File: src/hw/rtl/power_window_controller_unit_assert.svh
// Assertion macros used by the power window controller top-level RTL.
// Each macro samples on clk_i and is disabled while rst_ni is low.
`ifndef POWER_WINDOW_CONTROLLER_UNIT_ASSERT_SVH
`define POWER_WINDOW_CONTROLLER_UNIT_ASSERT_SVH
`ifndef NO_ASSERTIONS
// Checks a property that must hold at every clock edge out of reset.
`define PWC_ASSERT(lbl, prop) \
  lbl: assert property (@(posedge clk_i) disable iff (!rst_ni) prop) \
    else $error("power window controller: property violated");
// Checks that a condition never becomes true out of reset.
`define PWC_NEVER(lbl, cond) \
  lbl: assert property (@(posedge clk_i) disable iff (!rst_ni) !(cond)) \
    else $error("power window controller: forbidden condition");
`else
`define PWC_ASSERT(lbl, prop)
`define PWC_NEVER(lbl, cond)
`endif
`endif

File: src/hw/rtl/pwc_pkg.sv
// Shared constants and types of the power window controller.
// No dependencies; used by every RTL file of the block.
package pwc_pkg;

  localparam int TIMER_BITS_DEF = 12;
  localparam int CFG_W          = 12;
  localparam int CFG_IDX_W      = 4;
  localparam int LV_W           = 8;

  // Configuration register indexes.
  localparam logic [CFG_IDX_W-1:0] CFG_DEBOUNCE = 4'd0;
  localparam logic [CFG_IDX_W-1:0] CFG_HOLD     = 4'd1;
  localparam logic [CFG_IDX_W-1:0] CFG_OBSTACLE = 4'd2;
  localparam logic [CFG_IDX_W-1:0] CFG_REVERSE  = 4'd3;

  localparam logic [CFG_W-1:0] DEBOUNCE_RST = 12'd50;
  localparam logic [CFG_W-1:0] HOLD_RST     = 12'd1000;
  localparam logic [CFG_W-1:0] OBSTACLE_RST = 12'd100;
  localparam logic [CFG_W-1:0] REVERSE_RST  = 12'd1000;

  // Bit positions in the sampled level vector.
  localparam int LV_PU   = 0;
  localparam int LV_PD   = 1;
  localparam int LV_DU   = 2;
  localparam int LV_DD   = 3;
  localparam int LV_OBS  = 4;
  localparam int LV_LOCK = 5;
  localparam int LV_TOP  = 6;
  localparam int LV_BOT  = 7;

  localparam logic [1:0] M_STOP = 2'd0;
  localparam logic [1:0] M_UP   = 2'd1;
  localparam logic [1:0] M_DOWN = 2'd2;

  localparam logic [2:0] O_NONE   = 3'd0;
  localparam logic [2:0] O_DRIVER = 3'd1;
  localparam logic [2:0] O_PASS   = 3'd2;
  localparam logic [2:0] O_LIMIT  = 3'd3;
  localparam logic [2:0] O_OBST   = 3'd4;

  localparam logic [2:0] P_IDLE     = 3'd0;
  localparam logic [2:0] P_DEBOUNCE = 3'd1;
  localparam logic [2:0] P_HOLD     = 3'd2;
  localparam logic [2:0] P_MANUAL   = 3'd3;
  localparam logic [2:0] P_ONETOUCH = 3'd4;
  localparam logic [2:0] P_REVERSE  = 3'd5;

  localparam logic [2:0] B_NONE = 3'd0;
  localparam logic [2:0] B_DU   = 3'd1;
  localparam logic [2:0] B_DD   = 3'd2;
  localparam logic [2:0] B_PU   = 3'd3;
  localparam logic [2:0] B_PD   = 3'd4;

  // Controller state other than the timers.
  typedef struct packed {
    logic [1:0]      motor;
    logic [2:0]      owner;
    logic [2:0]      phase;
    logic [2:0]      button;
    logic [LV_W-1:0] prev;
  } pwc_ctrl_t;

endpackage

File: src/hw/rtl/power_window_controller_unit.sv
// Power window controller: one sampled switch tick in, one motor command out.
// The block takes one tick transfer per clock cycle unless stalled. The tick is
// captured in an input register, the controller state is updated by
// combinational logic as the tick moves on, and the motor command, the
// controlling source and the one-touch flag are held in a result register until
// taken. A stall on the result side holds both stages; the input side stalls
// only when the input register holds a tick while the result register is full
// and stalled.
// Timing counts are written through the configuration port (index 0 debounce,
// 1 hold, 2 obstacle confirm, 3 reverse); the port is always ready, and
// writes should only be made while no tick is in flight.
`include "power_window_controller_unit_assert.svh"

module power_window_controller_unit #(
  parameter int TIMER_BITS = pwc_pkg::TIMER_BITS_DEF
) (
  input  logic                          clk_i,
  input  logic                          rst_ni,
  // Tick input channel.
  input  logic                          in_valid_i,
  output logic                          in_stall_o,
  input  logic                          passenger_up_i,
  input  logic                          passenger_down_i,
  input  logic                          driver_up_i,
  input  logic                          driver_down_i,
  input  logic                          obstacle_seen_i,
  input  logic                          lock_switch_i,
  input  logic                          top_limit_i,
  input  logic                          bottom_limit_i,
  // Result channel.
  output logic                          out_valid_o,
  input  logic                          out_stall_i,
  output logic [1:0]                    motor_command_o,
  output logic [2:0]                    controlled_by_o,
  output logic                          one_touch_active_o,
  // Configuration write channel.
  input  logic                          cfg_valid_i,
  output logic                          cfg_ready_o,
  input  logic [pwc_pkg::CFG_IDX_W-1:0] cfg_index_i,
  input  logic [pwc_pkg::CFG_W-1:0]     cfg_data_i
);

  logic [TIMER_BITS-1:0] debounce_eff, hold_eff, obstacle_eff, reverse_eff;

  // Pipeline handshake.
  logic                      s1_valid_q, s1_valid_d;
  logic [pwc_pkg::LV_W-1:0]  s1_lv_q;
  logic                      out_valid_q, out_valid_d;
  logic                      in_accept;
  logic                      advance;

  // Controller state.
  pwc_pkg::pwc_ctrl_t        ctrl_q, ctrl_d;
  logic [TIMER_BITS-1:0]     phase_timer_q, phase_timer_d;
  logic [TIMER_BITS-1:0]     obst_timer_q, obst_timer_d;

  // Result payload.
  logic [1:0]                motor_q;
  logic [2:0]                owner_q;
  logic                      one_touch_q;

  assign cfg_ready_o = 1'b1;

  pwc_cfg_regs #(
    .TIMER_BITS (TIMER_BITS)
  ) u_cfg (
    .clk_i       (clk_i),
    .rst_ni      (rst_ni),
    .cfg_valid_i (cfg_valid_i),
    .cfg_index_i (cfg_index_i),
    .cfg_data_i  (cfg_data_i),
    .debounce_o  (debounce_eff),
    .hold_o      (hold_eff),
    .obstacle_o  (obstacle_eff),
    .reverse_o   (reverse_eff)
  );

  // The captured tick moves on unless a finished result is waiting and stalled.
  assign advance     = s1_valid_q & ~(out_valid_q & out_stall_i);
  assign in_stall_o  = s1_valid_q & out_valid_q & out_stall_i;
  assign in_accept   = in_valid_i & ~in_stall_o;
  assign s1_valid_d  = in_accept | (s1_valid_q & ~advance);
  assign out_valid_d = advance | (out_valid_q & out_stall_i);

  pwc_step #(
    .TIMER_BITS (TIMER_BITS)
  ) u_step (
    .lv_i          (s1_lv_q),
    .ctrl_i        (ctrl_q),
    .phase_timer_i (phase_timer_q),
    .obst_timer_i  (obst_timer_q),
    .debounce_i    (debounce_eff),
    .hold_i        (hold_eff),
    .obstacle_i    (obstacle_eff),
    .reverse_i     (reverse_eff),
    .ctrl_o        (ctrl_d),
    .phase_timer_o (phase_timer_d),
    .obst_timer_o  (obst_timer_d)
  );

  always_ff @(posedge clk_i or negedge rst_ni) begin
    if (!rst_ni) begin
      s1_valid_q       <= 1'b0;
      out_valid_q      <= 1'b0;
      ctrl_q.motor     <= pwc_pkg::M_STOP;
      ctrl_q.owner     <= pwc_pkg::O_NONE;
      ctrl_q.phase     <= pwc_pkg::P_IDLE;
      ctrl_q.button    <= pwc_pkg::B_NONE;
      ctrl_q.prev      <= '0;
      phase_timer_q    <= '0;
      obst_timer_q     <= '0;
    end else begin
      s1_valid_q  <= s1_valid_d;
      out_valid_q <= out_valid_d;
      // State only changes when a tick completes its update.
      if (advance) begin
        ctrl_q        <= ctrl_d;
        phase_timer_q <= phase_timer_d;
        obst_timer_q  <= obst_timer_d;
      end
    end
  end

  // Payload registers carry no reset.
  always_ff @(posedge clk_i) begin
    if (in_accept) begin
      s1_lv_q <= {bottom_limit_i, top_limit_i, lock_switch_i, obstacle_seen_i,
                  driver_down_i, driver_up_i, passenger_down_i, passenger_up_i};
    end
    if (advance) begin
      motor_q     <= ctrl_d.motor;
      owner_q     <= ctrl_d.owner;
      one_touch_q <= (ctrl_d.phase == pwc_pkg::P_ONETOUCH);
    end
  end

  assign out_valid_o        = out_valid_q;
  assign motor_command_o    = motor_q;
  assign controlled_by_o    = owner_q;
  assign one_touch_active_o = one_touch_q;

  // A completed update always lands in the result register.
  `PWC_ASSERT(a_advance_fills_out, advance |=> out_valid_q)
  // The input side is held off only while a tick sits in the input register.
  `PWC_ASSERT(a_stall_needs_s1, in_stall_o |-> s1_valid_q)
  // One-touch travel always has the motor running.
  `PWC_NEVER(a_onetouch_moving,
             ctrl_q.phase == pwc_pkg::P_ONETOUCH && ctrl_q.motor == pwc_pkg::M_STOP)
  // A reversal is owned by the obstacle logic and drives the window down.
  `PWC_ASSERT(a_reverse_down,
              ctrl_q.phase == pwc_pkg::P_REVERSE |->
              ctrl_q.motor == pwc_pkg::M_DOWN && ctrl_q.owner == pwc_pkg::O_OBST)

endmodule

File: src/hw/rtl/pwc_cfg_regs.sv
// Timing configuration registers of the power window controller.
// Depends on pwc_pkg; delivers the effective (zero-free, clamped) tick counts.
module pwc_cfg_regs #(
  parameter int TIMER_BITS = pwc_pkg::TIMER_BITS_DEF
) (
  input  logic                           clk_i,
  input  logic                           rst_ni,
  input  logic                           cfg_valid_i,
  input  logic [pwc_pkg::CFG_IDX_W-1:0]  cfg_index_i,
  input  logic [pwc_pkg::CFG_W-1:0]      cfg_data_i,
  output logic [TIMER_BITS-1:0]          debounce_o,
  output logic [TIMER_BITS-1:0]          hold_o,
  output logic [TIMER_BITS-1:0]          obstacle_o,
  output logic [TIMER_BITS-1:0]          reverse_o
);

  localparam int CW = pwc_pkg::CFG_W;
  localparam int WW = (TIMER_BITS > CW) ? TIMER_BITS : CW;

  logic [CW-1:0] debounce_q, hold_q, obstacle_q, reverse_q;

  always_ff @(posedge clk_i or negedge rst_ni) begin
    if (!rst_ni) begin
      debounce_q <= pwc_pkg::DEBOUNCE_RST;
      hold_q     <= pwc_pkg::HOLD_RST;
      obstacle_q <= pwc_pkg::OBSTACLE_RST;
      reverse_q  <= pwc_pkg::REVERSE_RST;
    end else if (cfg_valid_i) begin
      unique case (cfg_index_i)
        pwc_pkg::CFG_DEBOUNCE: debounce_q <= cfg_data_i;
        pwc_pkg::CFG_HOLD:     hold_q     <= cfg_data_i;
        pwc_pkg::CFG_OBSTACLE: obstacle_q <= cfg_data_i;
        pwc_pkg::CFG_REVERSE:  reverse_q  <= cfg_data_i;
        default: ;
      endcase
    end
  end

  // A zero count behaves as one; a count beyond the timer range is clamped.
  function automatic logic [TIMER_BITS-1:0] eff(input logic [CW-1:0] r);
    logic [CW-1:0] r1;
    logic [WW-1:0] rw;
    logic [WW-1:0] tmax;
    r1   = (r == '0) ? CW'(1) : r;
    rw   = WW'(r1);
    tmax = WW'({TIMER_BITS{1'b1}});
    return TIMER_BITS'((rw > tmax) ? tmax : rw);
  endfunction

  assign debounce_o = eff(debounce_q);
  assign hold_o     = eff(hold_q);
  assign obstacle_o = eff(obstacle_q);
  assign reverse_o  = eff(reverse_q);

endmodule

File: src/hw/rtl/pwc_step.sv
// Next-state logic for one tick of the power window controller.
// Depends on pwc_pkg; purely combinational.
module pwc_step #(
  parameter int TIMER_BITS = pwc_pkg::TIMER_BITS_DEF
) (
  input  logic [pwc_pkg::LV_W-1:0] lv_i,
  input  pwc_pkg::pwc_ctrl_t       ctrl_i,
  input  logic [TIMER_BITS-1:0]    phase_timer_i,
  input  logic [TIMER_BITS-1:0]    obst_timer_i,
  input  logic [TIMER_BITS-1:0]    debounce_i,
  input  logic [TIMER_BITS-1:0]    hold_i,
  input  logic [TIMER_BITS-1:0]    obstacle_i,
  input  logic [TIMER_BITS-1:0]    reverse_i,
  output pwc_pkg::pwc_ctrl_t       ctrl_o,
  output logic [TIMER_BITS-1:0]    phase_timer_o,
  output logic [TIMER_BITS-1:0]    obst_timer_o
);

  always_comb begin
    logic [1:0]              m;
    logic [2:0]              o;
    logic [2:0]              ph;
    logic [2:0]              ab;
    logic [TIMER_BITS-1:0]   pt;
    logic [TIMER_BITS-1:0]   ot;
    logic [TIMER_BITS:0]     pt_inc;
    logic [pwc_pkg::LV_W-1:0] rise;
    logic                    lock;
    logic                    started;
    logic                    held;
    logic                    pass_btn;

    m       = ctrl_i.motor;
    o       = ctrl_i.owner;
    ph      = ctrl_i.phase;
    ab      = ctrl_i.button;
    pt      = phase_timer_i;
    ot      = obst_timer_i;
    rise    = lv_i & ~ctrl_i.prev;
    lock    = lv_i[pwc_pkg::LV_LOCK];
    started = 1'b0;

    // Lock drops any passenger activity.
    pass_btn = (ab == pwc_pkg::B_PU) || (ab == pwc_pkg::B_PD);
    if (lock && pass_btn) begin
      if (ph != pwc_pkg::P_DEBOUNCE) m = pwc_pkg::M_STOP;
      ph = pwc_pkg::P_IDLE;
      pt = '0;
      ab = pwc_pkg::B_NONE;
    end

    // New presses; driver first, down before up.
    pass_btn = (ab == pwc_pkg::B_PU) || (ab == pwc_pkg::B_PD);
    if (ph != pwc_pkg::P_REVERSE) begin
      if (rise[pwc_pkg::LV_DD]) begin
        ab = pwc_pkg::B_DD; started = 1'b1;
      end else if (rise[pwc_pkg::LV_DU]) begin
        ab = pwc_pkg::B_DU; started = 1'b1;
      end else if (!lock && (ph == pwc_pkg::P_IDLE || pass_btn)) begin
        if (rise[pwc_pkg::LV_PD]) begin
          ab = pwc_pkg::B_PD; started = 1'b1;
        end else if (rise[pwc_pkg::LV_PU]) begin
          ab = pwc_pkg::B_PU; started = 1'b1;
        end
      end
    end
    if (started) begin
      ph = pwc_pkg::P_DEBOUNCE;
      pt = '0;
    end

    case (ab)
      pwc_pkg::B_DU: held = lv_i[pwc_pkg::LV_DU];
      pwc_pkg::B_DD: held = lv_i[pwc_pkg::LV_DD];
      pwc_pkg::B_PU: held = lv_i[pwc_pkg::LV_PU];
      pwc_pkg::B_PD: held = lv_i[pwc_pkg::LV_PD];
      default:       held = 1'b0;
    endcase

    pt_inc = {1'b0, pt} + (TIMER_BITS+1)'(1);

    if (!started) begin
      unique case (ph)
        pwc_pkg::P_DEBOUNCE: begin
          if (!held) begin
            m  = pwc_pkg::M_STOP;
            ph = pwc_pkg::P_IDLE;
            pt = '0;
            ab = pwc_pkg::B_NONE;
          end else begin
            pt = pt_inc[TIMER_BITS-1:0];
            if (pt_inc >= {1'b0, debounce_i}) begin
              m  = (ab == pwc_pkg::B_DU || ab == pwc_pkg::B_PU) ?
                   pwc_pkg::M_UP : pwc_pkg::M_DOWN;
              o  = (ab == pwc_pkg::B_DU || ab == pwc_pkg::B_DD) ?
                   pwc_pkg::O_DRIVER : pwc_pkg::O_PASS;
              ph = pwc_pkg::P_HOLD;
              pt = '0;
            end
          end
        end
        pwc_pkg::P_HOLD: begin
          pt = pt_inc[TIMER_BITS-1:0];
          if (pt_inc >= {1'b0, hold_i}) begin
            ph = held ? pwc_pkg::P_MANUAL : pwc_pkg::P_ONETOUCH;
            pt = '0;
          end
        end
        pwc_pkg::P_MANUAL: begin
          if (!held) begin
            m  = pwc_pkg::M_STOP;
            ph = pwc_pkg::P_IDLE;
            pt = '0;
            ab = pwc_pkg::B_NONE;
          end
        end
        pwc_pkg::P_REVERSE: begin
          pt = pt_inc[TIMER_BITS-1:0];
          if (pt_inc >= {1'b0, reverse_i}) begin
            m  = pwc_pkg::M_STOP;
            ph = pwc_pkg::P_IDLE;
            pt = '0;
            ab = pwc_pkg::B_NONE;
          end
        end
        default: ;
      endcase
    end

    // The obstacle sensor reacts once per activation and rearms on clear.
    if (lv_i[pwc_pkg::LV_OBS]) begin
      if (ot < obstacle_i) begin
        ot = ot + TIMER_BITS'(1);
        if (ot >= obstacle_i && m == pwc_pkg::M_UP) begin
          m  = pwc_pkg::M_DOWN;
          o  = pwc_pkg::O_OBST;
          ph = pwc_pkg::P_REVERSE;
          pt = '0;
          ab = pwc_pkg::B_NONE;
        end
      end
    end else begin
      ot = '0;
    end

    // End switches stop travel in their direction.
    if ((m == pwc_pkg::M_UP && lv_i[pwc_pkg::LV_TOP]) ||
        (m == pwc_pkg::M_DOWN && lv_i[pwc_pkg::LV_BOT])) begin
      m = pwc_pkg::M_STOP;
      o = pwc_pkg::O_LIMIT;
      if (ph != pwc_pkg::P_DEBOUNCE) begin
        ph = pwc_pkg::P_IDLE;
        pt = '0;
        ab = pwc_pkg::B_NONE;
      end
    end

    ctrl_o.motor  = m;
    ctrl_o.owner  = o;
    ctrl_o.phase  = ph;
    ctrl_o.button = ab;
    ctrl_o.prev   = lv_i;
    phase_timer_o = pt;
    obst_timer_o  = ot;
  end

endmodule
File: config.mk
export PLATFORM = sky130hd
export DESIGN_NAME = power_window_controller_unit
export DESIGN_NICKNAME = d
export VERILOG_FILES = /design/src/hw/rtl/pwc_pkg.sv /design/src/hw/rtl/power_window_controller_unit.sv /design/src/hw/rtl/pwc_cfg_regs.sv /design/src/hw/rtl/pwc_step.sv
export VERILOG_INCLUDE_DIRS = /design/src /design/src/hw/rtl
export SDC_FILE = /design/constraint.sdc
export NUM_CORES = 1
export LEC_CHECK = 0
export BUFFER_PORTS_ARGS = -buffer_cell sky130_fd_sc_hd__buf_4
export CAP_MARGIN = 20
export CORE_MARGIN = 2
export CORE_UTILIZATION = 62
export DETAILED_ROUTE_END_ITERATION = 10
export PLACE_DENSITY = 0.83
export SYNTH_ARGS = -nofsm -noshare
export SYNTH_HDL_FRONTEND = slang
export SYNTH_SLANG_ARGS = --single-unit
File: constraint.sdc
create_clock -name clk_i -period 6.7 [get_ports clk_i]
set_input_delay 0.67 -clock clk_i [delete_from_list [all_inputs] [get_ports clk_i]]
set_output_delay 0.67 -clock clk_i [all_outputs]
set_load 0.005 [all_outputs]
==> flow_metrics.py <==
metrics = {
    "synthesis": {
        "ys.flop_type": "dfrtp_1",
        "ys_types": 89,
        "synth_seq_area_share_pct": 37.60,
        "syn_avg_cell_area_um2": 9.175,
        "synth-edff-count": 14,
        "yosys_warnings": 0,
        "async_flop_share_pct": 86.41,
        "postSynthCellCount": 774,
        "syn-num-nets": 865,
        "synth-seq-cells": 103,
        "syn_area_um2": 7102,
    },
    "route": {
        "via_count": 6085,
        "vias_per_cell": 6.392,
        "wl_per_cell_um": 18.87,
        "drc": 0,
        "drt_iter0_drc": 513,
        "drt_pre_antenna_iters": 5,
        "antenna_left": 0,
        "totalWireLength_um": 17960,
    },
    "timing": {
        "period_needed_ps": 6247,
        "finalWorstSetupSlack_ps": 453.5,
        "hold_violations": 0,
        "drv_slew": 0,
        "slew_headroom_pct": 56.27,
        "finClkSkew_ps": 10.87,
        "fin_crit_sh_pct": 93.23,
        "rsz0062_at_grt": "false",
        "setup_viol": 0,
        "tns_ps": 0,
        "timing.fmax_mhz": 160.1,
        "worstMarginPinSlew_ps": 651.0,
    },
    "floorplanning": {
        "dieHeight_um": 111.0,
        "die_area_um2": 12330,
        "start_util_pct": 62.73,
        "die_w_um": 111.0,
        "rows": 39,
        "ios": 38,
        "design.core.area_um2": 11320,
    },
    "cts": {
        "htreeDepth": 3,
        "cts_tree": "done",
        "clkTransAtPathRegs_ps": 80,
        "hold_buffers": 0,
        "ctsLongestPathBuffers": 2,
        "numCtsBuffers": 9,
        "insertion_delay_ps": 370,
        "root_buffer": "clkbuf_16",
        "cts_sinks": 103,
    },
    "grt": {
        "globalRouteMet1Util_pct": 39.49,
        "grt_pass1_vias": 5831,
        "grt.busiest_layer": "met2",
        "grtUsageTotal_pct": 29.26,
        "grt_max_degree": 87,
        "gr-usage-met2_pct": 46.58,
        "grt_pass1_wl_um": 28860,
        "antenna_found_initial": 0,
        "gr-total-overflow": 0,
        "use_met3_pct": 7.217,
    },
    "placed_design": {
        "place_area_um2": 7470,
        "io_buffers": 36,
        "gp_congestion": 0.9613,
        "place_ws_ps": 349.9,
        "hpwl_um": 13440,
    },
    "critical_path": {
        "critical_path_class": "reg -> reg",
        "cp.arrival_ps": 6490,
        "cp-start-kind": "register",
        "crit_required_ps": 6950,
        "end_kind": "register",
        "crit_path_max_fanout": 15,
    },
    "cells_and_area": {
        "fillers": 844,
        "antenna_cells": 0,
        "fin_nets": 895,
        "fin_util_pct": 69.61,
        "drive_gt1_share_pct": 17.92,
        "syn_to_final_growth_pct": 10.96,
        "fin_area_um2": 7880,
    },
    "job": {
        "cap_violations": 0,
    },
    "pwr": {
        "leakagePower_nw": 3.583,
        "finalPower_w": 0.002016,
        "powerDensity_nw_per_um2": 255.9,
        "peakVddDrop_mv": 0.2403,
    },
    "run_status": {
        "status": "finished, final reports clean",
    },
    "hold_path": {
        "min_path_type": "in -> async",
    },
}
-- worst paths after layout --
| kind | start | to | slack (ps) | depth (start not counted) |
|---|---|---|---|---|
| max | ctrl_q[9] | phase_timer_q[4] | 450 | 21 |
| min | rst_ni | out_valid_o | 80 | 1 |
| max reg2reg | ctrl_q[9] | phase_timer_q[4] | 450 | 21 |
| min reg2reg | ctrl_q[3] | ctrl_q[3] | 480 | 2 |
| max in group asynchronous | rst_ni | u_cfg.debounce_q[5] | 5740 | 3 |
| min in group clk_i | driver_down_i | s1_lv_q[3] | 470 | 1 |
-- final cells by class --
class                   instances  area, um2  share of cell area, %
clock buffers                  11      275.3                  3.493
clock inverters                 5      51.30                 0.6510
inverters                      57      214.0                  2.715
multi-input cells             584       4099                  52.02
flip-flops and latches        103       2674                  33.93
well taps                     143      178.9                  2.271
repair buffers                 49      387.9                  4.922
-- worst max-delay path: stages, from the launching register on --
cell and delay [ps]:
dfrtp_1 530, or3b_1 260, nand3_1 180, a21o_1 260, nand2_1 250, and3_1 310
ha_1 250, nand3_1 140, nor2_2 240, nand3_1 190, or3_1 390, a21oi_1 260
ha_1 290, a211o_1 310, a2111oi_0 380, a21oi_1 220, or4_1 500, a311o_1 440
nor3b_2 210, o21ai_2 160, buf_4 230, o21bai_1 120
-- report_power, final --
part           internal [W]  switching [W]
sequential         0.000754      0.0000923
combinational      0.000246       0.000362
clock              0.000305       0.000257
-- stage by stage --
stage	hold WS, ps	cells
6_report	84.30	952
5_1_grt	73.77	952
4_1_cts	77.61	948
3_5_place_dp	454.6	932
3_3_place_gp	449.6	932
2_1_floorplan	374.4	774
-- flip-flops by register name (all words and copies together) (netlist names), 3 cells and up --
name	cells
u_cfg.hold_q	12
u_cfg.debounce_q	12
u_cfg.obstacle_q	12
controlled_by_o	3
obst_timer_q	12
s1_lv_q	8
ctrl_q	15
phase_timer_q	12
u_cfg.reverse_q	12
-- Yosys cell counts (all sizes together), types with 5 or more instances --
cell type | number | area (um2)
ha | 62 | 775.7
xnor2 | 11 | 96.34
o211ai | 5 | 37.54
nand3b | 5 | 41.29
nor4 | 10 | 62.56
o21ai | 63 | 322.8
a21oi | 28 | 143.9
nand2b | 11 | 68.82
dfstp | 18 | 473.0
nand4 | 9 | 62.56
inv | 56 | 210.2
o21a | 8 | 61.31
and3 | 13 | 86.33
a21o | 9 | 67.56
nand3 | 20 | 100.1
o41ai | 9 | 93.84
edfxtp | 14 | 420.4
and2 | 9 | 58.81
dfrtp | 71 | 1777
nor2b | 9 | 56.30
mux2 | 28 | 315.3
nor3 | 14 | 86.34
buf | 15 | 96.34
a31o | 5 | 43.79
nor2 | 28 | 107.6
xor2 | 8 | 70.07
o31ai | 11 | 82.58
nand2 | 120 | 450.4
o21bai | 6 | 45.04
o22ai | 7 | 43.79
clkbuf | 15 | 57.55
a221oi | 5 | 56.31
a31oi | 9 | 56.30
-- per-layer routing --
layer	up-vias	wire length, um
met2	256	8402
li1	2885	-
met5	-	0
met3	43	1319
met4	0	455
met1	2901	7784
-- cells in the final DEF, fill, tap and decap left out, types with 6 or more instances in the layout --
| cell | netlist | routed |
|---|---|---|
| nand2_1 | 120 | 120 |
| dfrtp_1 | 71 | 68 |
| ha_1 | 62 | 62 |
| inv_1 | 56 | 56 |
| o21ai_0 | 54 | 53 |
| buf_4 | 2 | 48 |
| mux2_2 | 28 | 28 |
| a21oi_1 | 27 | 27 |
| nor2_1 | 27 | 26 |
| nand3_1 | 20 | 20 |
| dfstp_2 | 18 | 18 |
| edfxtp_1 | 14 | 14 |
| and3_1 | 12 | 12 |
| nor3_1 | 12 | 11 |
| nand2b_1 | 11 | 11 |
| xnor2_1 | 11 | 11 |
| o31ai_1 | 11 | 11 |
| clkbuf_16 | 0 | 11 |
| nor4_1 | 10 | 10 |
| a21o_1 | 9 | 9 |
| nor2b_1 | 9 | 9 |
| a31oi_1 | 9 | 9 |
| xor2_1 | 8 | 8 |
| nand4_1 | 8 | 8 |
| and2_1 | 8 | 8 |
| o21ai_1 | 7 | 7 |
| o21a_1 | 7 | 7 |
| o22ai_1 | 7 | 7 |
| o41ai_1 | 7 | 7 |
| o21bai_1 | 6 | 6 |
-- cells by family after synthesis --
kind of cell,share of synthesized area [%]
AND/OR/NAND/NOR,19.19
AO/OA/AOI/OAI,19.71
flip-flops,37.60
buffers and inverters,5.180
adder cells (fa/ha/maj),10.92
multiplexers,5.004
XOR/XNOR,2.343
other,0.05280
-- timing repair --
item / in CTS / in global routing
endpoints found under the setup margin: 0 / 27
setup buffers: 0 / 2
hold endpoints to repair: 0 / 0
gates resized for setup: 0 / 7
No activity file was read; power rests on OpenSTA's default activity.
